$ cat src/hw/rtl/cas_pkg.sv
`timescale 1ns / 1ps
package cas_pkg;

    localparam int DEF_STAGE_COUNT = 16;
    localparam int DEF_SAMPLE_BITS = 16;

    localparam int QUEUE_DEPTH = 2;

    localparam int CFG_IDX_W  = 3;
    localparam int CFG_DATA_W = 16;
    localparam int THRESH_W   = 16;
    localparam int DELAY_W    = 5;
    localparam int HOLD_W     = 16;
    localparam int CHANNEL_W  = 4;
    localparam int SEED_IDX_W = 4;
    localparam int INDEX_W    = 4;

    localparam logic [CFG_IDX_W-1:0] REG_TRIGGER_HIGH  = 3'd0;
    localparam logic [CFG_IDX_W-1:0] REG_TRIGGER_LOW   = 3'd1;
    localparam logic [CFG_IDX_W-1:0] REG_CAPTURE_DELAY = 3'd2;
    localparam logic [CFG_IDX_W-1:0] REG_HOLD_TICKS    = 3'd3;
    localparam logic [CFG_IDX_W-1:0] REG_OUT_CHANNEL   = 3'd4;

    localparam logic signed [THRESH_W-1:0] RST_TRIGGER_HIGH  = 16'sd3277;
    localparam logic signed [THRESH_W-1:0] RST_TRIGGER_LOW   = 16'sd0;
    localparam logic [DELAY_W-1:0]         RST_CAPTURE_DELAY = 5'd10;
    localparam logic [HOLD_W-1:0]          RST_HOLD_TICKS    = 16'd48;
    localparam logic [CHANNEL_W-1:0]       RST_OUT_CHANNEL   = 4'd0;

    // Countdown: all ones means no capture pending.
    localparam int                 COUNT_W    = 6;
    localparam logic [COUNT_W-1:0] COUNT_IDLE = 6'd63;

    typedef struct packed {
        logic                  seed_write;
        logic                  load_seed;
        logic                  reset_shift;
        logic                  shift;
        logic [SEED_IDX_W-1:0] seed_idx;
    } cas_ctl_t;

endpackage

$ cat src/hw/rtl/cas_front.sv
`timescale 1ns / 1ps
module cas_front #(
    parameter int SAMPLE_BITS = cas_pkg::DEF_SAMPLE_BITS
) (
    input  logic                                   clk,
    input  logic                                   rst_n,
    input  logic                                   accept,
    input  logic                                   func,
    input  logic signed [SAMPLE_BITS-1:0]          clock_level,
    input  logic signed [SAMPLE_BITS-1:0]          reset_level,
    input  logic signed [SAMPLE_BITS-1:0]          cv_sample,
    input  logic                                   seed_connected,
    input  logic [cas_pkg::SEED_IDX_W-1:0]         seed_index,
    input  logic signed [SAMPLE_BITS-1:0]          seed_value,
    input  logic signed [cas_pkg::THRESH_W-1:0]    trigger_high,
    input  logic signed [cas_pkg::THRESH_W-1:0]    trigger_low,
    input  logic [cas_pkg::DELAY_W-1:0]            capture_delay,
    input  logic [cas_pkg::HOLD_W-1:0]             hold_ticks,
    output cas_pkg::cas_ctl_t                      ctl,
    output logic signed [SAMPLE_BITS-1:0]          data
);
    import cas_pkg::*;

    localparam int CMP_W = (SAMPLE_BITS > THRESH_W) ? SAMPLE_BITS : THRESH_W;

    logic                      clk_hi_reg, clk_hi_next;
    logic                      rst_hi_reg, rst_hi_next;
    logic [HOLD_W-1:0]         hold_reg, hold_next;
    logic [COUNT_W-1:0]        count_reg, count_next;

    logic signed [CMP_W-1:0]   clk_ext, rst_ext, thr_hi, thr_lo;
    logic                      clk_edge, rst_edge, gate;
    logic [HOLD_W-1:0]         hold_base;
    logic [COUNT_W-1:0]        count_base;

    assign clk_ext = CMP_W'(clock_level);
    assign rst_ext = CMP_W'(reset_level);
    assign thr_hi  = CMP_W'(trigger_high);
    assign thr_lo  = CMP_W'(trigger_low);

    always_comb
    begin
        rst_hi_next = rst_hi_reg;
        rst_edge    = 1'b0;
        if (rst_hi_reg)
        begin
            if (rst_ext <= thr_lo)
                rst_hi_next = 1'b0;
        end
        else if (rst_ext >= thr_hi)
        begin
            rst_hi_next = 1'b1;
            rst_edge    = 1'b1;
        end

        clk_hi_next = clk_hi_reg;
        clk_edge    = 1'b0;
        if (clk_hi_reg)
        begin
            if (clk_ext <= thr_lo)
                clk_hi_next = 1'b0;
        end
        else if (clk_ext >= thr_hi)
        begin
            clk_hi_next = 1'b1;
            clk_edge    = 1'b1;
        end

        // reset edge extends the hold window, never shortens it
        hold_base = (rst_edge && (hold_ticks > hold_reg)) ? hold_ticks : hold_reg;
        gate      = (hold_base != '0);
        hold_next = gate ? hold_base - HOLD_W'(1) : hold_base;

        count_base = (clk_edge && !gate) ? COUNT_W'(capture_delay) : count_reg;
        count_next = (count_base != COUNT_IDLE) ? count_base - COUNT_W'(1) : count_base;

        ctl.seed_write  = func;
        ctl.load_seed   = rst_edge && seed_connected;
        ctl.reset_shift = rst_edge && !seed_connected;
        ctl.shift       = (count_base == '0);
        ctl.seed_idx    = seed_index;
        data            = func ? seed_value : cv_sample;
    end

    always_ff @(posedge clk or negedge rst_n)
    begin
        if (!rst_n)
        begin
            clk_hi_reg <= 1'b1;
            rst_hi_reg <= 1'b1;
            hold_reg   <= '0;
            count_reg  <= '0;
        end
        else if (accept && !func)
        begin
            clk_hi_reg <= clk_hi_next;
            rst_hi_reg <= rst_hi_next;
            hold_reg   <= hold_next;
            count_reg  <= count_next;
        end
    end

endmodule

$ cat src/hw/rtl/cas_queue.sv
`timescale 1ns / 1ps
module cas_queue #(
    parameter int WIDTH = 8,
    parameter int DEPTH = cas_pkg::QUEUE_DEPTH
) (
    input  logic             clk,
    input  logic             rst_n,
    input  logic             push,
    input  logic [WIDTH-1:0] din,
    input  logic             pop,
    output logic [WIDTH-1:0] dout,
    output logic             not_empty,
    output logic             full
);
    localparam int PW = (DEPTH > 1) ? $clog2(DEPTH) : 1;
    localparam int CW = $clog2(DEPTH + 1);

    logic [WIDTH-1:0] mem_reg [DEPTH];
    logic [PW-1:0]    wr_ptr_reg, rd_ptr_reg;
    logic [CW-1:0]    fill_reg;

    assign dout      = mem_reg[rd_ptr_reg];
    assign not_empty = (fill_reg != '0);
    assign full      = (fill_reg == CW'(DEPTH));

    always_ff @(posedge clk)
    begin
        if (push)
            mem_reg[wr_ptr_reg] <= din;
    end

    always_ff @(posedge clk or negedge rst_n)
    begin
        if (!rst_n)
        begin
            wr_ptr_reg <= '0;
            rd_ptr_reg <= '0;
            fill_reg   <= '0;
        end
        else
        begin
            if (push)
                wr_ptr_reg <= (wr_ptr_reg == PW'(DEPTH - 1)) ? '0 : wr_ptr_reg + PW'(1);
            if (pop)
                rd_ptr_reg <= (rd_ptr_reg == PW'(DEPTH - 1)) ? '0 : rd_ptr_reg + PW'(1);
            if (push && !pop)
                fill_reg <= fill_reg + CW'(1);
            else if (pop && !push)
                fill_reg <= fill_reg - CW'(1);
        end
    end

endmodule

$ cat src/hw/rtl/cas_back.sv
`timescale 1ns / 1ps
module cas_back #(
    parameter int STAGE_COUNT = cas_pkg::DEF_STAGE_COUNT,
    parameter int SAMPLE_BITS = cas_pkg::DEF_SAMPLE_BITS
) (
    input  logic                            clk,
    input  logic                            rst_n,
    input  logic                            q_valid,
    input  cas_pkg::cas_ctl_t               q_ctl,
    input  logic signed [SAMPLE_BITS-1:0]   q_data,
    output logic                            q_pop,
    input  logic [cas_pkg::CHANNEL_W-1:0]   out_channel,
    input  logic                            out_stall,
    output logic                            out_valid,
    output logic [cas_pkg::INDEX_W-1:0]     stage_index,
    output logic signed [SAMPLE_BITS-1:0]   stage_value,
    output logic signed [SAMPLE_BITS-1:0]   selected_value,
    output logic                            last
);
    import cas_pkg::*;

    localparam int IW  = $clog2(STAGE_COUNT);
    localparam int CHW = (IW > CHANNEL_W) ? IW : CHANNEL_W;

    localparam logic ST_IDLE = 1'b0;
    localparam logic ST_EMIT = 1'b1;

    logic                          state_reg, state_next;
    logic [IW-1:0]                 cnt_reg, cnt_next;
    logic signed [SAMPLE_BITS-1:0] stages_reg [STAGE_COUNT];
    logic signed [SAMPLE_BITS-1:0] stages_next [STAGE_COUNT];
    logic signed [SAMPLE_BITS-1:0] seed_reg [STAGE_COUNT];
    logic signed [SAMPLE_BITS-1:0] sel_reg, sel_next;

    logic signed [SAMPLE_BITS-1:0] rot [STAGE_COUNT];
    logic signed [SAMPLE_BITS-1:0] base [STAGE_COUNT];
    logic signed [SAMPLE_BITS-1:0] s1 [STAGE_COUNT];
    logic signed [SAMPLE_BITS-1:0] s2 [STAGE_COUNT];
    logic [CHW-1:0]                ch_eff;
    logic                          xfer, is_last, tick_pop, seed_pop;

    assign xfer     = (state_reg == ST_EMIT) && !out_stall;
    assign is_last  = (cnt_reg == IW'(STAGE_COUNT - 1));
    assign q_pop    = q_valid && ((state_reg == ST_IDLE) || (xfer && is_last));
    assign tick_pop = q_pop && !q_ctl.seed_write;
    assign seed_pop = q_pop && q_ctl.seed_write;

    assign ch_eff = (CHW'(out_channel) > CHW'(STAGE_COUNT - 1)) ?
                    CHW'(STAGE_COUNT - 1) : CHW'(out_channel);

    // Emission rotates stage k+1 into stage k; a full pass restores the order.
    always_comb
    begin
        for (int k = 0; k < STAGE_COUNT - 1; k++)
            rot[k] = stages_reg[k + 1];
        rot[STAGE_COUNT - 1] = stages_reg[0];

        for (int k = 0; k < STAGE_COUNT; k++)
            base[k] = xfer ? rot[k] : stages_reg[k];

        for (int k = 0; k < STAGE_COUNT; k++)
        begin
            if (q_ctl.load_seed)
                s1[k] = seed_reg[k];
            else if (q_ctl.reset_shift)
                s1[k] = (k == 0) ? q_data : '0;
            else
                s1[k] = base[k];
        end

        for (int k = 0; k < STAGE_COUNT; k++)
        begin
            if (q_ctl.shift)
                s2[k] = (k == 0) ? q_data : s1[(k == 0) ? 0 : k - 1];
            else
                s2[k] = s1[k];
        end

        sel_next = sel_reg;
        for (int k = 0; k < STAGE_COUNT; k++)
        begin
            stages_next[k] = tick_pop ? s2[k] : base[k];
            if (tick_pop && (ch_eff == CHW'(k)))
                sel_next = s2[k];
        end

        state_next = state_reg;
        cnt_next   = cnt_reg;
        if (xfer)
        begin
            cnt_next = cnt_reg + IW'(1);
            if (is_last)
            begin
                state_next = ST_IDLE;
                cnt_next   = '0;
            end
        end
        if (tick_pop)
        begin
            state_next = ST_EMIT;
            cnt_next   = '0;
        end
    end

    always_ff @(posedge clk or negedge rst_n)
    begin
        if (!rst_n)
        begin
            state_reg <= ST_IDLE;
            cnt_reg   <= '0;
            for (int k = 0; k < STAGE_COUNT; k++)
            begin
                stages_reg[k] <= '0;
                seed_reg[k]   <= '0;
            end
        end
        else
        begin
            state_reg <= state_next;
            cnt_reg   <= cnt_next;
            for (int k = 0; k < STAGE_COUNT; k++)
            begin
                stages_reg[k] <= stages_next[k];
                // drop seed writes beyond the last stage
                if (seed_pop && (32'(q_ctl.seed_idx) == k))
                    seed_reg[k] <= q_data;
            end
        end
    end

    always_ff @(posedge clk)
    begin
        sel_reg <= sel_next;
    end

    assign out_valid      = (state_reg == ST_EMIT);
    assign stage_index    = INDEX_W'(cnt_reg);
    assign stage_value    = stages_reg[0];
    assign selected_value = sel_reg;
    assign last           = is_last;

endmodule

$ cat src/hw/rtl/clocked_analog_shift_register.sv
`timescale 1ns / 1ps
// Clocked analog shift register: STAGE_COUNT signed samples advanced by
// sample ticks (func 0) that carry clock, reset and CV levels; seed writes
// (func 1) fill the seed store and return nothing. The front end takes one
// item per cycle while in_stall is low, runs both Schmitt triggers, the hold
// window and the capture countdown, and queues a command (two entries deep);
// in_stall rises only while that queue is full. The back end applies one
// command per cycle while it is not streaming and then streams one result
// per cycle while out_stall is low, stage 0 first, last set on the final
// stage. A tick yields STAGE_COUNT results (16 by default), all through the
// single result port; back-to-back ticks follow with no gap, and a seed write
// yields no result. out_valid for the first result of a tick accepted into an
// empty block rises once the tick has passed the command queue register and
// the back-end state register. Configuration writes are always ready.
module clocked_analog_shift_register #(
    parameter int STAGE_COUNT = cas_pkg::DEF_STAGE_COUNT,
    parameter int SAMPLE_BITS = cas_pkg::DEF_SAMPLE_BITS
) (
    input  logic                               clk,
    input  logic                               rst_n,
    input  logic                               in_valid,
    output logic                               in_stall,
    input  logic                               func,
    input  logic signed [SAMPLE_BITS-1:0]      clock_level,
    input  logic signed [SAMPLE_BITS-1:0]      reset_level,
    input  logic signed [SAMPLE_BITS-1:0]      cv_sample,
    input  logic                               seed_connected,
    input  logic [cas_pkg::SEED_IDX_W-1:0]     seed_index,
    input  logic signed [SAMPLE_BITS-1:0]      seed_value,
    output logic                               out_valid,
    input  logic                               out_stall,
    output logic [cas_pkg::INDEX_W-1:0]        stage_index,
    output logic signed [SAMPLE_BITS-1:0]      stage_value,
    output logic signed [SAMPLE_BITS-1:0]      selected_value,
    output logic                               last,
    input  logic                               cfg_valid,
    output logic                               cfg_ready,
    input  logic [cas_pkg::CFG_IDX_W-1:0]      cfg_index,
    input  logic [cas_pkg::CFG_DATA_W-1:0]     cfg_data
);
    import cas_pkg::*;

    localparam int QW = $bits(cas_ctl_t) + SAMPLE_BITS;

    logic signed [THRESH_W-1:0] trigger_high_reg;
    logic signed [THRESH_W-1:0] trigger_low_reg;
    logic [DELAY_W-1:0]         capture_delay_reg;
    logic [HOLD_W-1:0]          hold_ticks_reg;
    logic [CHANNEL_W-1:0]       out_channel_reg;

    logic                          in_xfer;
    cas_ctl_t                      f_ctl, q_ctl;
    logic signed [SAMPLE_BITS-1:0] f_data, q_data;
    logic [QW-1:0]                 q_dout;
    logic                          q_valid, q_full, q_pop;

    assign cfg_ready = 1'b1;
    assign in_stall  = q_full;
    assign in_xfer   = in_valid && !in_stall;

    always_ff @(posedge clk or negedge rst_n)
    begin
        if (!rst_n)
        begin
            trigger_high_reg  <= RST_TRIGGER_HIGH;
            trigger_low_reg   <= RST_TRIGGER_LOW;
            capture_delay_reg <= RST_CAPTURE_DELAY;
            hold_ticks_reg    <= RST_HOLD_TICKS;
            out_channel_reg   <= RST_OUT_CHANNEL;
        end
        else if (cfg_valid && cfg_ready)
        begin
            unique case (cfg_index)
                REG_TRIGGER_HIGH:  trigger_high_reg  <= THRESH_W'(cfg_data);
                REG_TRIGGER_LOW:   trigger_low_reg   <= THRESH_W'(cfg_data);
                REG_CAPTURE_DELAY: capture_delay_reg <= cfg_data[DELAY_W-1:0];
                REG_HOLD_TICKS:    hold_ticks_reg    <= cfg_data[HOLD_W-1:0];
                REG_OUT_CHANNEL:   out_channel_reg   <= cfg_data[CHANNEL_W-1:0];
                default:           ;
            endcase
        end
    end

    cas_front #(
        .SAMPLE_BITS (SAMPLE_BITS)
    ) u_front (
        .clk            (clk),
        .rst_n          (rst_n),
        .accept         (in_xfer),
        .func           (func),
        .clock_level    (clock_level),
        .reset_level    (reset_level),
        .cv_sample      (cv_sample),
        .seed_connected (seed_connected),
        .seed_index     (seed_index),
        .seed_value     (seed_value),
        .trigger_high   (trigger_high_reg),
        .trigger_low    (trigger_low_reg),
        .capture_delay  (capture_delay_reg),
        .hold_ticks     (hold_ticks_reg),
        .ctl            (f_ctl),
        .data           (f_data)
    );

    cas_queue #(
        .WIDTH (QW),
        .DEPTH (QUEUE_DEPTH)
    ) u_queue (
        .clk       (clk),
        .rst_n     (rst_n),
        .push      (in_xfer),
        .din       ({f_ctl, f_data}),
        .pop       (q_pop),
        .dout      (q_dout),
        .not_empty (q_valid),
        .full      (q_full)
    );

    assign q_ctl  = q_dout[QW-1:SAMPLE_BITS];
    assign q_data = q_dout[SAMPLE_BITS-1:0];

    cas_back #(
        .STAGE_COUNT (STAGE_COUNT),
        .SAMPLE_BITS (SAMPLE_BITS)
    ) u_back (
        .clk            (clk),
        .rst_n          (rst_n),
        .q_valid        (q_valid),
        .q_ctl          (q_ctl),
        .q_data         (q_data),
        .q_pop          (q_pop),
        .out_channel    (out_channel_reg),
        .out_stall      (out_stall),
        .out_valid      (out_valid),
        .stage_index    (stage_index),
        .stage_value    (stage_value),
        .selected_value (selected_value),
        .last           (last)
    );

    // a finished tick is followed by nothing or by stage 0 of the next tick
    a_last_wraps: assert property (@(posedge clk) disable iff (!rst_n)
        (out_valid && !out_stall && last) |=> (!out_valid || stage_index == '0))
        else $error("result stream did not restart at stage 0");

    // a tick never ends its result stream early
    a_no_gap: assert property (@(posedge clk) disable iff (!rst_n)
        (out_valid && !out_stall && !last) |=> out_valid)
        else $error("result stream dropped before the last stage");

    a_pop_nonempty: assert property (@(posedge clk) disable iff (!rst_n)
        q_pop |-> q_valid)
        else $error("command queue popped while empty");

endmodule
$ cat config.mk
export PLATFORM = sky130hd
export DESIGN_NAME = clocked_analog_shift_register
export DESIGN_NICKNAME = d
export VERILOG_FILES = /design/src/hw/rtl/cas_pkg.sv /design/src/hw/rtl/cas_front.sv /design/src/hw/rtl/cas_queue.sv /design/src/hw/rtl/cas_back.sv /design/src/hw/rtl/clocked_analog_shift_register.sv
export SDC_FILE = /design/constraint.sdc
export NUM_CORES = 2
export LEC_CHECK = 0
export BUFFER_PORTS_ARGS = -buffer_cell sky130_fd_sc_hd__buf_2
export CAP_MARGIN = 20
export CORE_MARGIN = 1.5
export CORE_UTILIZATION = 55
export DETAILED_ROUTE_END_ITERATION = 8
export PLACE_DENSITY = 0.78
export SYNTH_ARGS = -nofsm -noshare
export SYNTH_HDL_FRONTEND = slang
export SYNTH_SLANG_ARGS = --single-unit
$ cat constraint.sdc
create_clock -name clk -period 13.7 [get_ports clk]
set_input_delay 0.685 -clock clk [delete_from_list [all_inputs] [get_ports clk]]
set_output_delay 0.685 -clock clk [all_outputs]
set_load 0.01 [all_outputs]
# Yosys cells after proc, flatten, opt, wreduce, memory -nomap -nowiden
# Memory sizes are Yosys's and may differ from the RTL's.
# Cells that the tools add are included.
# word_totals
reg_bits	618
mem_bits_rw	48
in_bits	94
output_inout_bits	40
elab_cells	291
mem_count	1
# mem_list
memory	depth	width	read_ports	rd_ports_with_merged_regs	wr	line	rtl
u_queue.mem_reg	2	24	1	0	1	cas_queue.sv:18	logic [WIDTH-1:0] mem_reg [DEPTH];
# op_classes
addsub	7
order_cmp	6
eq_ne	37
muxes	122
bitwise	1
reduce_logical	70
# ops
operator	n
16-bit 2-to-1 mux	99
4-bit == test (second input constant)	17
1-bit logical AND	45
4-bit by 3-bit == test with 1-bit output (second input constant)	8
16-bit greater-or-equal comparator	2
16-bit <= comparator	2
16-bit nonzero test	2
4-bit by 2-bit == test with 1-bit output (second input constant)	4
16-bit > comparator	1
4-bit 2-to-1 mux	4
16-bit by 1-bit subtractor with 16-bit output (second input constant)	1
1-bit 2-to-1 mux	15
6-bit 2-to-1 mux	2
2-bit AND reduction	6
4-bit by 1-bit == test with 1-bit output (second input constant)	2
1-bit logical NOT	8
4-bit logical NOT	2
2-bit nonzero test	4
3-bit by 2-bit == test with 1-bit output (second input constant)	2
6-bit logical NOT	1
6-bit inequality test (second input constant)	1
6-bit by 1-bit subtractor with 6-bit output (second input constant)	1
4-bit by 1-bit adder with 4-bit output (second input constant)	1
4-bit > comparator (second input constant)	1
10 further kinds	12

# Longest topological paths before layout
# depth
depth_word	23
ltp_mapped	24
mapped_depth_nobuf	20

# Hierarchy
# Synthesis repeated with hierarchy kept, for this count alone.
# unflattened
hier_cells	3996
area_unflattened_um2	40353.7
# modules_own_cells
module	instances	cells_per_inst	area_each_um2	seq_area_each_um2
cas_back	1	3237	31889.3	13417.9
cas_front	1	542	4189.0	603.1
clocked_analog_shift_register	1	126	2252.2	1440.1
cas_queue	1	91	2023.2	1541.5

# Worst setup path before layout
# No wires, ideal clock.
# synth_timing
path_kind	input -> register
startpoint	input reset_level[15]
endpoint	register u_front.count_reg[4]
setup_ns	0.137
arrival_time_ns	4.878
t_required_ns	13.563
slack_ns	8.686
cell_stages	23
n_path_buf	4
cell_sequence	ha_1 and4_1 and3_1 a21oi_1 nand3_1 nand3_1 clkbuf_1 buf_1 mux2i_1 ha_1 nor2b_1 and4_1 clkbuf_1 nand4_1 a21oi_1 buf_2 nor2_1 a21oi_1 ha_1 nand2_1 xnor2_1 mux2i_1 a2bb2oi_1
# synth_between
elab_chain_len	11
word_cells_on_any_way	12
cone_classes	add/sub (1); order compare (1); eq/ne (1); mux (5); reduce/logical (4)
# synth_rtl
item	line	rtl
start: declaration	clocked_analog_shift_register.sv:25	input logic signed [SAMPLE_BITS-1:0] reset_level,
16-bit greater-or-equal comparator *	cas_front.sv:50	else if (rst_ext >= thr_hi)
1-bit 2-to-1 mux *	cas_front.sv:50	
1-bit 2-to-1 mux *	cas_front.sv:45	if (rst_hi_reg)
1-bit logical AND *	cas_front.sv:70	hold_base = (rst_edge && (hold_ticks > hold_reg)) ? hold_ticks : hold_reg;
16-bit 2-to-1 mux *	cas_front.sv:70	
16-bit nonzero test *	cas_front.sv:71	gate = (hold_base != '0);
1-bit logical NOT *	cas_front.sv:74	count_base = (clk_edge && !gate) ? COUNT_W'(capture_delay) : count_reg;
1-bit logical AND *	cas_front.sv:74	
6-bit 2-to-1 mux *	cas_front.sv:74	
6-bit by 1-bit subtractor with 6-bit output or 6-bit inequality test (tied branches)	cas_front.sv:75	count_next = (count_base != COUNT_IDLE) ? count_base - COUNT_W'(1) : count_base;
6-bit 2-to-1 mux *	cas_front.sv:75	
end signal: assignment	cas_front.sv:99	count_reg <= count_next;
end: declaration	cas_front.sv:29	logic [COUNT_W-1:0] count_reg, count_next;
# Every way passes the cells marked *; elsewhere a longest branch is shown, timed or not.
# A chain may end at the register's enable or synchronous reset.

# Worst setup path in the final report
# layout_timing
startpoint	register hold_ticks_reg[12]
endpoint	register u_front.count_reg[2]
# layout_between
elab_chain_len	9
word_cells_on_any_way	10
cone_classes	add/sub (1); order compare (1); eq/ne (1); mux (3); reduce/logical (4)
# layout_rtl
item	line	rtl
start: declaration	clocked_analog_shift_register.sv:48	logic [HOLD_W-1:0] hold_ticks_reg;
start signal: assignment	clocked_analog_shift_register.sv:77	REG_HOLD_TICKS: hold_ticks_reg <= cfg_data[HOLD_W-1:0];
16-bit > comparator	cas_front.sv:70	
1-bit logical AND	cas_front.sv:70	
16-bit 2-to-1 mux *	cas_front.sv:70	
16-bit nonzero test *	cas_front.sv:71	
1-bit logical NOT *	cas_front.sv:74	
1-bit logical AND *	cas_front.sv:74	
6-bit 2-to-1 mux *	cas_front.sv:74	
6-bit by 1-bit subtractor with 6-bit output or 6-bit inequality test (tied branches)	cas_front.sv:75	
6-bit 2-to-1 mux *	cas_front.sv:75	
# Marks and branches as above.

==> key figures <==
Run status
  – Status: completed

Cells and area
  – Nets: 4,242
  – Max FFs per register: 256
  – Area grow syn2layout: 9.847%
  – Post-route cell area: 0.04196 mm²
  – Non-filler instance count after layout: 5,054
  – Final Util: 61.07%
  – Layout cells sized above 1: 11.14%

Global routing
  – Vias in the first global route: 31,780
  – Pin count of the biggest net entering global routing: 151
  – GR Overflow Total: 0
  – First-pass GRT wire length: 180.7 mm
  – Antenna violations before repair: 5
  – GRT Total Usage: 32.59%

Timing
  – Minimum clock period: 6.018 ns
  – Skew final: 0.02838 ns
  – Fin Setup TNS: 0 ns
  – Final Max Slew Viols: 0
  – Setup ws final: 7.682 ns
  – Tightest Pin Transition: 1.196 ns
  – Relative slew slack: 20.26%
  – Hold violation count in the final report: 0
  – Final Setup Violations: 0
  – Tcrit/Tclk final: 43.92%
  – Max Fclk: 166.2 MHz
  – RSZ-0062 raised after global routing: false
  – Final Hold Slack: 0.1506 ns

Worst setup path
  – Worst path bufs/invs: 0
  – Crit Path Category: reg -> reg
  – Crit path cell chain: ha_1 -> nand4_1 -> or3_1 -> o31ai_1 -> nand3_1 -> mux2i_1 -> ha_1 -> nor2b_1 -> and4_1 -> nand4_1 -> a21oi_1 -> nor2_1 -> a21oi_1 -> ha_1 -> or3_1 -> mux2i_1 -> a211o_1
  – Required @ worst endpoint: 14.22 ns
  – Crit end category: register
  – Worst path max stage delay: 0.84 ns
  – CP max stage cell: a21oi_1
  – CP arrival: 6.54 ns
  – Worst R2R Setup Slack: 7.68 ns
  – CP Max Fanout: 13
  – Worst reg2reg path startpoint: hold_ticks_reg[12]$_DFFE_PN0P_
  – Worst flop-to-flop path endpoint: u_front.count_reg[2]$_DFFE_PN0P_
  – Critical path's most frequent cell: ha_1
  – Critical path's top delay family: simple AND/OR/NAND/NOR gates
  – Critical Path Start Type: register
  – Reg2Reg Depth: 17

Logic synthesis
  – Syn Area/Cell: 9.334 µm²
  – Syn Nets: 4,273
  – Post-synth ARST share: 90.39%
  – Seq cells post-synth: 666
  – EDFF count, synth: 64
  – Sequential fraction of the synthesis area: 44.51%
  – Cell count after synthesis: 4,092
  – Synth unique cells: 78
  – Top_reg_cell synth: dfrtp_1
  – Ys Warns: 0
  – Netlist Area Pre-Place: 0.03820 mm²

Floorplan
  – Row count: 96
  – Die Height: 266.5 µm
  – Core ar.: 0.06871 mm²
  – Die width: 266.5 µm
  – Total die area: 0.07104 mm²
  – Initial Utilization: 55.59%
  – IO Pins: 134

Placed design
  – Area after DPL: 0.03942 mm²
  – GP Congestion: 0.9225
  – IO buf count: 132
  – Placed cells: 4,914
  – DPL Wire Length: 72.66 mm
  – DP Worst Slack: 7.137 ns

Routing
  – Detail Route Antenna Nets: 0
  – Vias per cell: 6.461
  – Residual DRC count: 0
  – Initial DRC count: 3,820
  – DR vias: 32,660
  – DR WL/cell: 23.20 µm
  – DR pass1 iterations: 7
  – Total wire length: 117.2 mm

CTS
  – Clk Tree Root Cell: clkbuf_16
  – Total CTS buffers: 75
  – Postcts setup bufs: 0
  – Clock Sinks: 666
  – Worst-skew pair later-pin latency: 0.65 ns
  – Clock transition at path regs: 0.06 ns
  – CTS Hold Bufs: 0
  – Resized cells post-CTS: 0
  – H-Tree Depth: 3
  – Max Root-Sink Buffers: 3
  – CTS tree: done

Worst hold path
  – Class of the worst hold path: in -> async

Power and ir drop
  – Tot Pwr: 9.103 mW
  – PwrDens: 216.9 mW/mm²
  – Peak VDD IR: 0.0001218 V
  – Lkg Pwr: 18.24 nW

Run
  – Max-cap violation count: 0
==> cells in the final DEF (no fill, tap or decap), drive strengths merged, types with 23 or more instances in the layout <==
cell      n
o21ai   672
nand2   670
mux2i   628
dfrtp   589
buf     211
nor2    207
a21oi   166
clkbuf  104
o211ai   99
ha       87
inv      74
mux2     70
edfxtp   64
nor3     31
nand3    29
a22oi    27
a31oi    24
nand4    24
or3      23
clkinv   23
==> synth_stat cells (11+ instances only) <==
cell type,instances,area [µm²]
a211o_1,15,131.4
a211oi_1,18,135.1
a21o_1,11,82.58
a21oi_1,166,830.8
a221oi_1,13,113.9
a22oi_1,27,202.7
a31oi_1,24,150.1
and3b_1,11,96.34
buf_1,39,146.4
buf_2,52,260.3
buf_4,29,217.7
clkbuf_1,199,747.0
dfrtp_1,589,14740
dfstp_2,13,341.6
edfxtp_1,64,1922
ha_1,87,1089
inv_1,71,266.5
mux2_2,70,788.3
mux2i_1,627,6276
nand2_1,670,2515
nand2b_1,12,75.07
nand3_1,29,145.1
nand4_1,24,150.1
nor2_1,207,777.0
nor3_1,31,155.2
nor4_1,14,87.58
o211ai_1,99,743.2
o21a_1,14,105.1
o21ai_0,670,3353
o221ai_1,15,131.4
o22ai_1,15,93.84
or3_1,22,137.6
==> worst register-to-register path: stages (launching register included) <==
cell and delay, ns:
dfrtp_1 0.45, ha_1 0.31, nand4_1 0.13, or3_1 0.42, o31ai_1 0.57, nand3_1 0.59
mux2i_1 0.42, ha_1 0.23, nor2b_1 0.18, and4_1 0.34, nand4_1 0.28, a21oi_1 0.84
nor2_1 0.15, a21oi_1 0.24, ha_1 0.29, or3_1 0.14, mux2i_1 0.07, a211o_1 0.27
==> worst max path at each step <==
stage,startpoint,endpoint,cells past startpoint
after global placement,reset_level[15],u_front.count_reg[2]$_DFFE_PN0P_,18
after detailed placement,reset_level[15],u_front.count_reg[2]$_DFFE_PN0P_,19
after floorplan,reset_level[15],u_front.count_reg[4]$_DFFE_PN0P_,23
final,hold_ticks_reg[12]$_DFFE_PN0P_,u_front.count_reg[2]$_DFFE_PN0P_,17
after CTS,hold_ticks_reg[12]$_DFFE_PN0P_,u_front.count_reg[2]$_DFFE_PN0P_,17
after global routing,u_front.hold_reg[13]$_DFFE_PN0P_,u_front.count_reg[4]$_DFFE_PN0P_,19
==> per-layer routing <==
metal | track usage, % | routed length [µm] | vias up
met1 | 43.90 | 47470 | 15900
met3 | 6.467 | 11220 | 362
met5 | 0 | 19 | -
li1 | - | - | 14600
met4 | 16.09 | 6346 | 2
met2 | 50.30 | 52190 | 1785
==> kinds of logic (layout without fill, tap and decap cells) <==
family | count (synthesis) | after routing | share of synthesized area [%]
and+or+nand+nor | 1074 | 1074 | 11.85
AOI/OAI and AO/OA | 1159 | 1159 | 17.56
DFF | 666 | 666 | 44.51
other | 1 | 3 | 0.009818
adders and majority gates | 87 | 87 | 2.850
xor gates and xnor gates | 16 | 16 | 0.3669
buffers and inverters | 391 | 420 | 4.298
muxes | 698 | 698 | 18.55
==> area by class of cell <==
| type | count | area (µm²) |
|---|---|---|
| clock buffers | 104 | 2116 |
| diodes | 2 | 5.005 |
| repair buffers | 211 | 1280 |
| multi-input cells | 3035 | 19700 |
| fillers | 5752 | 26750 |
| clock inverters | 33 | 410.4 |
| well taps | 931 | 1165 |
| inverters | 72 | 277.8 |
| flip-flops and latches | 666 | 17010 |
==> power breakdown <==
part	total [mW]	internal, mW	switching (mW)	leakage [nW]
clock network	2.08	1.21	0.877	1.24
logic	3.79	1.35	2.45	8.50
registers	3.22	2.75	0.476	8.50
Note: power is estimated with default switching activity, not from simulation.
